File: src/rtl/hpa_pkg.sv
// ----------------------------------------------------------------------------
// hpa_pkg: shared types and constants of the handle pool allocator
// Request and status codes, handle and index widths, and the structs that
// carry control and status between the free FIFO, the in-use map and the top.
// ----------------------------------------------------------------------------
package hpa_pkg;

    localparam int POOL_SIZE   = 256;
    localparam int HANDLE_W    = 8;
    localparam int FUNC_W      = 2;
    localparam int STATUS_W    = 2;
    localparam int LIMIT_W     = 9;
    localparam int DATA_W      = 32;
    localparam int PADDR_W     = 3;

    // Handles wider than the granted_handle field never exist, so the map and
    // the FIFO only need the smaller of the pool size and the handle span.
    localparam int HANDLE_SPAN = 1 << HANDLE_W;
    localparam int MAP_DEPTH   = (POOL_SIZE < HANDLE_SPAN) ? POOL_SIZE : HANDLE_SPAN;
    localparam int MAP_AW      = (MAP_DEPTH > 1) ? $clog2(MAP_DEPTH) : 1;
    localparam int QCNT_W      = $clog2(MAP_DEPTH + 1);

    localparam logic [LIMIT_W-1:0] LIMIT_RESET   = LIMIT_W'(256);
    localparam logic [LIMIT_W-1:0] MAP_DEPTH_LIM = LIMIT_W'(MAP_DEPTH);

    localparam logic [FUNC_W-1:0] FUNC_ALLOC   = 2'd0;
    localparam logic [FUNC_W-1:0] FUNC_TRY     = 2'd1;
    localparam logic [FUNC_W-1:0] FUNC_RELEASE = 2'd2;

    localparam logic [STATUS_W-1:0] ST_OK        = 2'd0;
    localparam logic [STATUS_W-1:0] ST_NONE_FREE = 2'd1;
    localparam logic [STATUS_W-1:0] ST_EXHAUSTED = 2'd2;
    localparam logic [STATUS_W-1:0] ST_INVALID   = 2'd3;

    typedef logic [HANDLE_W-1:0] handle_t;
    typedef logic [MAP_AW-1:0]   map_idx_t;

    typedef struct packed {
        logic    push;
        handle_t push_handle;
        logic    pop;
    } fifo_ctrl_t;

    typedef struct packed {
        logic    not_empty;
        handle_t head_handle;
    } fifo_stat_t;

    typedef struct packed {
        map_idx_t rd_idx;
        logic     set_en;
        map_idx_t set_idx;
        logic     clr_en;
        map_idx_t clr_idx;
    } map_ctrl_t;

endpackage

File: src/rtl/hpa_free_fifo.sv
// ----------------------------------------------------------------------------
// hpa_free_fifo: FIFO of released handles
// Memory-backed queue with a prefetched head entry, so the oldest handle is
// available in the same cycle that a pop is decided.
// ----------------------------------------------------------------------------
module hpa_free_fifo (
    input  logic               clk,
    input  logic               rst_n,
    input  hpa_pkg::fifo_ctrl_t ctrl,
    output hpa_pkg::fifo_stat_t stat
);
    import hpa_pkg::*;

    handle_t           mem [MAP_DEPTH];
    map_idx_t          head_reg;
    map_idx_t          head_next;
    map_idx_t          tail_reg;
    map_idx_t          tail_next;
    logic [QCNT_W-1:0] count_reg;
    logic [QCNT_W-1:0] count_next;
    handle_t           head_data_reg;
    logic              full;
    logic              do_push;
    logic              do_pop;

    function automatic map_idx_t wrap_inc(input map_idx_t pos);
        map_idx_t res;
        if (pos == MAP_AW'(MAP_DEPTH - 1))
        begin
            res = '0;
        end
        else
        begin
            res = pos + 1'b1;
        end
        return res;
    endfunction

    assign full    = (count_reg == QCNT_W'(MAP_DEPTH));
    assign do_push = ctrl.push && !full;
    assign do_pop  = ctrl.pop && (count_reg != '0);

    always_comb
    begin
        head_next  = do_pop ? wrap_inc(head_reg) : head_reg;
        tail_next  = do_push ? wrap_inc(tail_reg) : tail_reg;
        count_next = count_reg;
        if (do_push)
        begin
            count_next = count_reg + 1'b1;
        end
        else if (do_pop)
        begin
            count_next = count_reg - 1'b1;
        end
    end

    // Write at the tail; read ahead at the next head, forwarding a write that
    // lands on it (push into an empty queue).
    always_ff @(posedge clk)
    begin
        if (do_push)
        begin
            mem[tail_reg] <= ctrl.push_handle;
        end
        if (do_push && (tail_reg == head_next))
        begin
            head_data_reg <= ctrl.push_handle;
        end
        else
        begin
            head_data_reg <= mem[head_next];
        end
    end

    always_ff @(posedge clk or negedge rst_n)
    begin
        if (!rst_n)
        begin
            head_reg  <= '0;
            tail_reg  <= '0;
            count_reg <= '0;
        end
        else
        begin
            head_reg  <= head_next;
            tail_reg  <= tail_next;
            count_reg <= count_next;
        end
    end

    assign stat.not_empty   = (count_reg != '0);
    assign stat.head_handle = head_data_reg;

endmodule

File: src/rtl/hpa_use_map.sv
// ----------------------------------------------------------------------------
// hpa_use_map: in-use flags of all handles
// One flip-flop per handle, cleared by reset; one read, one set and one
// clear port.
// ----------------------------------------------------------------------------
module hpa_use_map (
    input  logic              clk,
    input  logic              rst_n,
    input  hpa_pkg::map_ctrl_t ctrl,
    output logic              in_use
);
    import hpa_pkg::*;

    logic [MAP_DEPTH-1:0] map_reg;
    logic [MAP_DEPTH-1:0] map_next;

    always_comb
    begin
        map_next = map_reg;
        if (ctrl.set_en)
        begin
            map_next[ctrl.set_idx] = 1'b1;
        end
        if (ctrl.clr_en)
        begin
            map_next[ctrl.clr_idx] = 1'b0;
        end
    end

    always_ff @(posedge clk or negedge rst_n)
    begin
        if (!rst_n)
        begin
            map_reg <= '0;
        end
        else
        begin
            map_reg <= map_next;
        end
    end

    assign in_use = map_reg[ctrl.rd_idx];

endmodule

File: src/rtl/handle_pool_allocator.sv
// ----------------------------------------------------------------------------
// handle_pool_allocator: FIFO free-list handle allocator
// Hands out numbered handles, reusing released ones oldest first, and checks
// releases against an in-use map.
// ----------------------------------------------------------------------------
// A request (func, release_handle) is taken at every clock edge where start
// is high; busy stays low, so one request per cycle is sustained without
// gaps. Each request yields exactly one result, strobed by result_valid for
// a single cycle: the accepting edge loads the request register, then the
// result register is loaded as the pool state updates. This single
// registered decide step lets back-to-back requests see each other's
// effects in order. The receiver has no way to stall: it must take every
// result in its strobe cycle. The in-use map lives in flip-flops cleared by
// reset, so there is no clearing pass and requests may start right after
// reset. handle_limit (APB, offset 0x0) must be written by the user only
// while no request is in flight; the block itself does not enforce it.
// ----------------------------------------------------------------------------
module handle_pool_allocator (
    input  logic                            clk,
    input  logic                            rst_n,
    // request channel
    input  logic                            start,
    output logic                            busy,
    input  logic [hpa_pkg::FUNC_W-1:0]      func,
    input  logic [hpa_pkg::HANDLE_W-1:0]    release_handle,
    // result channel
    output logic                            result_valid,
    output logic [hpa_pkg::HANDLE_W-1:0]    granted_handle,
    output logic [hpa_pkg::STATUS_W-1:0]    status,
    // configuration
    input  logic                            psel,
    input  logic                            penable,
    input  logic                            pwrite,
    input  logic [hpa_pkg::PADDR_W-1:0]     paddr,
    input  logic [hpa_pkg::DATA_W-1:0]      pwdata,
    output logic [hpa_pkg::DATA_W-1:0]      prdata,
    output logic                            pready
);
    import hpa_pkg::*;

    localparam logic REG_LIMIT = 1'b0;

    // request register
    logic                req_valid_reg;
    logic [FUNC_W-1:0]   func_reg;
    handle_t             rel_reg;

    // pool state
    logic [LIMIT_W-1:0]  limit_reg;
    logic [LIMIT_W-1:0]  created_reg;
    logic [LIMIT_W-1:0]  created_next;
    logic [LIMIT_W-1:0]  eff_limit;

    // result register
    logic                result_valid_reg;
    handle_t             granted_reg;
    handle_t             granted_next;
    logic [STATUS_W-1:0] status_reg;
    logic [STATUS_W-1:0] status_next;

    fifo_ctrl_t          fifo_ctrl;
    fifo_stat_t          fifo_stat;
    map_ctrl_t           map_ctrl;
    logic                rel_in_use;
    logic                rel_in_pool;
    logic                cfg_write;

    hpa_free_fifo u_fifo (
        .clk   (clk),
        .rst_n (rst_n),
        .ctrl  (fifo_ctrl),
        .stat  (fifo_stat)
    );

    hpa_use_map u_map (
        .clk    (clk),
        .rst_n  (rst_n),
        .ctrl   (map_ctrl),
        .in_use (rel_in_use)
    );

    // Configuration: one register, handle_limit, at word 0.
    assign cfg_write = psel && penable && pwrite;
    assign pready    = 1'b1;
    assign prdata    = (paddr[2] == REG_LIMIT) ? DATA_W'(limit_reg) : '0;

    // Never create more handles than the map can track.
    assign eff_limit   = (limit_reg > MAP_DEPTH_LIM) ? MAP_DEPTH_LIM : limit_reg;
    assign rel_in_pool = ({1'b0, rel_reg} < LIMIT_W'(MAP_DEPTH));

    // Decide the request held in the request register.
    always_comb
    begin
        granted_next          = '0;
        status_next           = ST_OK;
        created_next          = created_reg;
        fifo_ctrl.push        = 1'b0;
        fifo_ctrl.push_handle = rel_reg;
        fifo_ctrl.pop         = 1'b0;
        map_ctrl.rd_idx       = rel_reg[MAP_AW-1:0];
        map_ctrl.set_en       = 1'b0;
        map_ctrl.set_idx      = fifo_stat.head_handle[MAP_AW-1:0];
        map_ctrl.clr_en       = 1'b0;
        map_ctrl.clr_idx      = rel_reg[MAP_AW-1:0];
        case (func_reg)
            FUNC_ALLOC, FUNC_TRY:
            begin
                if (fifo_stat.not_empty)
                begin
                    // reuse the oldest released handle
                    granted_next    = fifo_stat.head_handle;
                    fifo_ctrl.pop   = req_valid_reg;
                    map_ctrl.set_en = req_valid_reg;
                end
                else if (func_reg == FUNC_TRY)
                begin
                    status_next = ST_NONE_FREE;
                end
                else if (created_reg < eff_limit)
                begin
                    // create the next fresh handle
                    granted_next     = created_reg[HANDLE_W-1:0];
                    map_ctrl.set_en  = req_valid_reg;
                    map_ctrl.set_idx = created_reg[MAP_AW-1:0];
                    if (req_valid_reg)
                    begin
                        created_next = created_reg + 1'b1;
                    end
                end
                else
                begin
                    status_next = ST_EXHAUSTED;
                end
            end
            FUNC_RELEASE:
            begin
                if (rel_in_pool && rel_in_use)
                begin
                    map_ctrl.clr_en = req_valid_reg;
                    fifo_ctrl.push  = req_valid_reg;
                end
                else
                begin
                    status_next = ST_INVALID;
                end
            end
            default:
            begin
                status_next = ST_NONE_FREE;
            end
        endcase
    end

    // Payload registers: load the request on accept, the result on decide.
    always_ff @(posedge clk)
    begin
        if (start)
        begin
            func_reg <= func;
            rel_reg  <= release_handle;
        end
        if (req_valid_reg)
        begin
            granted_reg <= granted_next;
            status_reg  <= status_next;
        end
    end

    always_ff @(posedge clk or negedge rst_n)
    begin
        if (!rst_n)
        begin
            req_valid_reg    <= 1'b0;
            result_valid_reg <= 1'b0;
            created_reg      <= '0;
            limit_reg        <= LIMIT_RESET;
        end
        else
        begin
            req_valid_reg    <= start;
            result_valid_reg <= req_valid_reg;
            created_reg      <= created_next;
            if (cfg_write && (paddr[2] == REG_LIMIT))
            begin
                limit_reg <= pwdata[LIMIT_W-1:0];
            end
        end
    end

    assign busy           = 1'b0;
    assign result_valid   = result_valid_reg;
    assign granted_handle = granted_reg;
    assign status         = status_reg;

endmodule

File: config.mk
export PLATFORM = sky130hd
export DESIGN_NAME = handle_pool_allocator
export DESIGN_NICKNAME = d
export VERILOG_FILES = /design/src/rtl/hpa_pkg.sv /design/src/rtl/hpa_free_fifo.sv /design/src/rtl/hpa_use_map.sv /design/src/rtl/handle_pool_allocator.sv
export SDC_FILE = /design/constraint.sdc
export NUM_CORES = 2
export LEC_CHECK = 0
export ABC_AREA = 0
export BUFFER_PORTS_ARGS = -buffer_cell sky130_fd_sc_hd__buf_2
export CAP_MARGIN = 40
export CORE_ASPECT_RATIO = 1.1
export CORE_MARGIN = 2
export CORE_UTILIZATION = 50
export CTS_CLUSTER_DIAMETER = 60
export DETAILED_ROUTE_END_ITERATION = 8
export PLACE_DENSITY = 0.76
export SLEW_MARGIN = 5
export SYNTH_ARGS = -nofsm -noshare
export SYNTH_HDL_FRONTEND = slang
export SYNTH_SLANG_ARGS = --single-unit
File: constraint.sdc
create_clock -name clk -period 9.65 [get_ports clk]
set_input_delay 0.965 -clock clk [delete_from_list [all_inputs] [get_ports clk]]
set_output_delay 0.965 -clock clk [all_outputs]
set_load 0.05 [all_outputs]
== After elaboration in Yosys (flattened, before gate mapping) ==
Memory sizes are Yosys's and may differ from the RTL's. A register that Yosys moved wholly into a read port is not among the register bits.
Index checks and enable logic that the tools add are counted.

* Register bits: 321
* Memory bits (writable): 2,048
* Bits of input ports: 51
* Memories kept: 1

* Add/subtract/negate cells: 5
* $lt $le $gt $ge: 6
* Equal/unequal tests: 5
* Multiplexer cells: 34
* Bitwise logic cells: 6
* Reductions and logical operators: 13

{| class="wikitable"
|+ Memories
! name !! depth !! width !! read ports !! clocked after memory_dff !! write ports !! line !! RTL
|-
| u_fifo.mem || 256 || 8 || 1 || 1 || 1 || hpa_free_fifo.sv:14 || <nowiki>handle_t mem [MAP_DEPTH];</nowiki>
|}

{| class="wikitable"
|+ Operators by type and width
! cell !! number
|-
| two-way mux 256 bit || 2
|-
| AND 256 bit || 1
|-
| NOT 256 bit || 1
|-
| OR 256 bit || 1
|-
| two-way mux 9 bit || 7
|-
| two-way mux 8 bit || 7
|-
| adder 9 x 1 -> 9 bit (second input constant) || 2
|-
| < comparator 8 x 9 -> 1 bit (second input constant) || 2
|-
| adder 8 x 1 -> 8 bit (second input constant) || 2
|-
| demux 1 bit (select 8 bit) || 2
|-
| == test 8 bit (second input constant) || 2
|-
| greater-or-equal comparator 8 x 1 -> 1 bit (second input constant) || 2
|-
| two-way mux 1 bit || 10
|-
| == test 9 bit (second input constant) || 1
|-
| > comparator 9 bit (second input constant) || 1
|-
| < comparator 9 bit || 1
|-
| nonzero test 9 bit || 1
|-
| subtractor 9 x 1 -> 9 bit (second input constant) || 1
|-
| binary-select mux 1 bit (select 8 bit) || 1
|-
| two-way mux 2 bit || 4
|-
| logical AND 1 bit || 7
|-
| AND reduction 5 bit || 1
|-
| case mux 2 bit (2 select lines) || 1
|-
| NOT 1 bit || 3
|-
| 6 further kinds || 6
|}

== Longest topological paths before layout ==
* Word-level depth: 15
* Gate-level depth with buffers: 21
* Gate-level depth less buffers: 18

== By module ==
A second synthesis with hierarchy kept.

* Cell total of the unflattened synthesis: 5,051
* Area total of the unflattened synthesis: 94,767.1 µm²

{| class="wikitable"
|+ By module, submodules not included
! module !! times used !! cells an instance !! area each (µm²) !! sequential area each (µm²)
|-
| hpa_free_fifo || 1 || 3,729 || 80,673.6 || 62,284.7
|-
| hpa_use_map || 1 || 1,150 || 11,952.7 || 6,406.1
|-
| handle_pool_allocator || 1 || 172 || 2,140.8 || 1,102.3
|}

== Least setup slack after synthesis ==
No wires, ideal clock.

* Path kind: register to register
* Start: register rel_reg[1]
* End: register u_fifo.count_reg[8]
* Setup time: 124 ps
* Data arrival time: 7,961 ps
* Required time: 9,526 ps
* Path slack: 1,565 ps
* Cell stages (with the launch flop): 21
* Cells stage by stage: edfxtp_1 -> buf_2 -> buf_1 -> buf_1 -> mux4_2 -> a31oi_1 -> nand4_1 -> a2111o_1 -> o31ai_1 -> a21oi_1 -> clkinv_1 -> ha_1 -> a21o_1 -> a21oi_1 -> o21bai_1 -> a21oi_1 -> o21bai_1 -> a21oi_1 -> and2_1 -> o21ai_0 -> o31a_1

* Cells in the longest elaborated chain, start to end: 6

{| class="wikitable"
|+ Ends and longest elaborated chain
! item !! line !! RTL
|-
| start: declaration || handle_pool_allocator.sv:46 || <nowiki>handle_t rel_reg;</nowiki>
|-
| start signal: assignment || handle_pool_allocator.sv:160 || <nowiki>rel_reg <= release_handle;</nowiki>
|-
| binary-select mux 1 bit (select 8 bit) * || hpa_use_map.sv:42 || <nowiki>assign in_use = map_reg[ctrl.rd_idx];</nowiki>
|-
| two-way mux 1 bit (not written as such) * || hpa_use_map.sv:42 ||
|-
| two-way mux 1 bit * || handle_pool_allocator.sv:137 || <nowiki>if (rel_in_pool && rel_in_use)</nowiki>
|-
| two-way mux 1 bit * || handle_pool_allocator.sv:105 || <nowiki>case (func_reg)</nowiki>
|-
| logical AND 1 bit * || hpa_free_fifo.sv:40 || <nowiki>assign do_push = ctrl.push && !full;</nowiki>
|-
| two-way mux 9 bit / nonzero test 2 bit (equally long branches) || -- ||
|-
| end signal: assignment || hpa_free_fifo.sv:88 || <nowiki>count_reg <= count_next;</nowiki>
|-
| end: declaration || hpa_free_fifo.sv:19 || <nowiki>logic [QCNT_W-1:0] count_reg;</nowiki>
|}

Mark *: on every way between the ends. The rest lies on a longest branch, timed or not. The select of a mux whose other input is x is not followed.
A chain may end at the register's enable or synchronous reset.

== Final worst setup path ==
* Start: register rel_reg[3]
* End: memory u_fifo.mem[144][5] (netlist name), enable pin

* Cells in the longest elaborated chain, start to end: 7

{| class="wikitable"
|+ Ends and longest elaborated chain
! item !! line !! RTL
|-
| binary-select mux 1 bit (select 8 bit) || hpa_use_map.sv:42 ||
|-
| two-way mux 1 bit (not written as such) || hpa_use_map.sv:42 ||
|-
| two-way mux 1 bit || handle_pool_allocator.sv:137 ||
|-
| two-way mux 1 bit || handle_pool_allocator.sv:105 ||
|-
| logical AND 1 bit || hpa_free_fifo.sv:40 ||
|-
| two-way mux 1 bit || hpa_free_fifo.sv:62 || <nowiki>if (do_push)</nowiki>
|-
| two-way mux 1 bit (not written as such) || hpa_free_fifo.sv:64 || <nowiki>mem[tail_reg] <= ctrl.push_handle;</nowiki>
|-
| end: declaration || hpa_free_fifo.sv:14 ||
|}

Every way passes these cells. The select of a mux whose other input is x is not followed.

==> Flow_metrics.wiki <==
{| class="wikitable"
! Metric !! Value
|-
| Run status || finished clean
|-
| Sink count of the clock tree || between 2000 and 2500
|-
| Buffers added on ports || 45
|-
| Unrepaired setup endpoints after global routing || no
|-
| Setup slack, reg-to-reg || 2.28 ns
|-
| Largest register FFs || about 2000
|-
| Wire length of the first global-routing pass || between 300000 and 400000 um
|-
| Row count || about 170
|-
| Maximum clock skew at final layout || ~0.044 ns
|-
| Residual overflow from global routing || 0
|-
| Pwr per Cell Area || roughly 260 nW/um^2
|-
| Area taken by multi-input logic gates || roughly 24000 um^2
|-
| Prevailing post-synth register cell || edfxtp_1
|-
| Maximum vdd drop || between 0.2 and 0.25 mV
|-
| Worst path arrival time || 7.86 ns
|-
| Summed area of non-filler cells in the final layout || 106000 um^2
|-
| Iteration-0 DRC count of the detailed router || 7690
|-
| Combined global-route utilization of all metal layers || about a quarter
|-
| Number of antenna violations at the first check in global routing || 5
|-
| Number of primary I/O pins || 96
|-
| Mapped Area || ~96000 um^2
|-
| Slew at the pin closest to its max-slew limit || 1.25 ns
|-
| Total placed cells including tap cells || between 7000 and 8000
|-
| Register bit count reported by yosys || 2377
|-
| Count of hold buffers inserted by post-cts repair || 0
|-
| Worst endpoint required time || roughly 10 ns
|-
| Worst reg2reg path endpoint || u_fifo.mem[144][5]
|-
| Total count of max-transition violations in the final report || 0
|-
| Drt first pass iters || 8
|-
| Final critical delay including setup and external delays || 7.37 ns
|-
| Instance area after placement || a little under 100000 um^2
|-
| Layout-stage area growth over the synthesis result || 11.2%
|-
| Kind of start point of the critical path || register
|-
| Total count of hold-check failures in the final report || 0
|-
| Capturing element type of the critical path || register
|-
| DRT Wirelength || between 200000 and 250000 um
|-
| Clk root buf || clkbuf_16
|-
| Clock tree from TritonCTS || yes
|-
| Htree depth || 4
|-
| Worst r2r src || rel_reg[3]
|-
| Max-slew headroom at the worst pin || between 15 and 20%
|-
| Buffers from clock root to sink, at most || 3
|-
| Max FO, Critical Path || just under 200
|-
| Standby leakage power || 0.0346 uW
|-
| CTS-repair resized insts || 0
|-
| Pin count of the biggest net entering global routing || ~210
|-
| Final setup vio count || 0
|-
| Register cell area after layout || roughly 70000 um^2
|-
| Leading cell types in the layout, fill and taps excluded || edfxtp_1 (2068), mux4_2 (500), o21ai_0 (464), nor2_1 (335), dfrtp_1 (300)
|-
| Routability Congestion || between 0.8 and 0.9
|-
| Clock latency on the worst-skew pair || 0.87 ns
|-
| Chip width || approximately 420 um
|-
| EDFF count, synth || between 2000 and 2500
|-
| Die outline area || around 190000 um^2
|-
| Cells after Synth || between 5000 and 6000
|-
| Avg Vias per Cell || approximately 6.5
|-
| Fill count || 13900
|-
| Setup TNS Final || 0 ns
|-
| Max-cap viol count || 0
|-
| Number of cell instances on the worst register-to-register path || 14
|-
| Residual antenna-violating net count after detailed routing || 0
|-
| Final worst-path cycle share || 76.3%
|-
| Number of CTS-inserted buffers || about 210
|-
| Via count || roughly 53000
|-
| Core outline area || around 190000 um^2
|-
| Unique cell type count in the Yosys netlist || just over 80
|-
| Number of nets in the finished design || roughly 5500
|-
| FFs w/ async S/R, synth || around an eighth
|-
| Class of the most critical hold timing path || in -> async
|-
| DRC Markers || 0
|-
| Avg Cell Area, Syn || around 18 um^2
|-
| Number of synthesis warnings || 0
|-
| Initial Utilization || 50.2%
|-
| Crit path kind || reg -> reg
|-
| Post-layout util || a little under three fifths
|-
| Share of synthesized area occupied by flip-flops and latches || 72.9%
|-
| Die Y-Extent || 463 um
|-
| Fmax achieved || between 100 and 150 MHz
|-
| Final standard cell count with taps included and fillers excluded || 8192
|-
| Dpl hpwl || around 150000 um
|-
| Most common library cell in the layout ignoring fill and taps || edfxtp_1
|-
| Worst-path clk slew || roughly 0.060 ns
|-
| Wire length per cell after detailed routing || around 30 um
|-
| Post-CTS setup-driven buffer insertion count || 0
|-
| Via count of the first global-routing pass || 53100
|-
| Fraction of final layout cells with drive strength greater than 1 || 19.7%
|}
## synthesized netlist by cell type, types with 16 or more instances
master	n	area share, %
nor2_1	337	1.3
clkbuf_1	174	0.68
mux2_2	26	0.31
mux2i_1	213	2.2
dfrtp_1	300	7.8
nand2b_1	23	0.15
buf_4	60	0.47
o21ai_0	465	2.4
mux4_2	500	12
and3_1	17	0.11
o22ai_1	43	0.28
nand3_1	46	0.24
a22oi_1	141	1.1
ha_1	21	0.27
nor3_1	74	0.39
and2_1	19	0.12
nand4_1	45	0.29
buf_2	56	0.29
inv_1	16	0.063
buf_1	58	0.23
a21oi_1	75	0.39
buf_6	23	0.27
nand2_1	239	0.94
xnor2_1	17	0.16
or2_2	20	0.13
edfxtp_1	2068	65
nor2b_1	41	0.27
## per-layer routing
layer	vias up	track usage, %	share of wire (%)
li1	21700	-	-
met1	27300	31.9	36
met2	3587	39.9	48
met3	672	5.81	11
met4	0	12.7	5.6
met5	-	0	0
## cell type report
class	count	share of cell area (%)
sequential	2377	65.6
multi-input combinational	2630	22.7
clock buffer	255	5.24
tap	2550	3.00
timing repair buffer	212	2.01
clock inverter	145	1.39
inverter	20	0.0706
antenna	3	0.00706
## worst max-delay path, cell delays in order, from the launching register on
cell      delay (ns)
edfxtp_1        0.41
buf_12          0.24
nor2_1          0.72
buf_4           0.34
a22oi_1         0.12
a21oi_1         0.22
nor4_1          0.13
nor4b_1         0.64
o31ai_1         0.35
a21oi_1         0.90
clkinv_1        0.77
or3_2           0.63
buf_4           0.30
buf_16          0.28
nor2_1          0.79
## through the flow
step / power, uW / worst slack (ns) / hold WS, ns
5_1_grt: 28200 / 2.11 / 0.156
3_5_place_dp: 18900 / 2.65 / 0.472
6_report: 27500 / 2.28 / 0.0922
2_1_floorplan: 16500 / 1.56 / 0.449
4_1_cts: 27400 / 2.55 / 0.0923
3_3_place_gp: 18700 / 2.47 / 0.468
## power by group
part,switching [uW],internal [uW]
clock,3760,4830
sequential,324,11700
combinational,4380,2560
## kinds of logic (layout without fill, tap and decap cells)
| family | after synthesis | after routing | synth area share, % |
|---|---|---|---|
| AOI/OAI and AO/OA | 906 | 906 | 5.83 |
| xor gates and xnor gates | 20 | 20 | 0.183 |
| adders and majority gates | 22 | 22 | 0.295 |
| buffers and inverters | 391 | 632 | 2.02 |
| DFF | 2377 | 2377 | 72.9 |
| muxes | 739 | 739 | 14.3 |
| other | 2 | 28 | 0.00785 |
| and+or+nand+nor | 918 | 918 | 4.43 |
## worst max path at each step
| stage | startpoint | endpoint | slack, ns | depth (start not counted) |
|---|---|---|---|---|
| floorplan | rel_reg[1] | u_fifo.count_reg[8] | 1.56 | 20 |
| global placement | rel_reg[2] | u_fifo.mem[223][0] | 2.47 | 11 |
| detailed placement | rel_reg[0] | u_fifo.mem[145][3] | 2.65 | 13 |
| CTS | rel_reg[0] | u_fifo.mem[144][2] | 2.55 | 13 |
| global route | rel_reg[0] | u_fifo.mem[115][7] | 2.11 | 13 |
| finish | rel_reg[3] | u_fifo.mem[144][5] | 2.28 | 14 |
No activity file was read; power rests on OpenSTA's default activity.
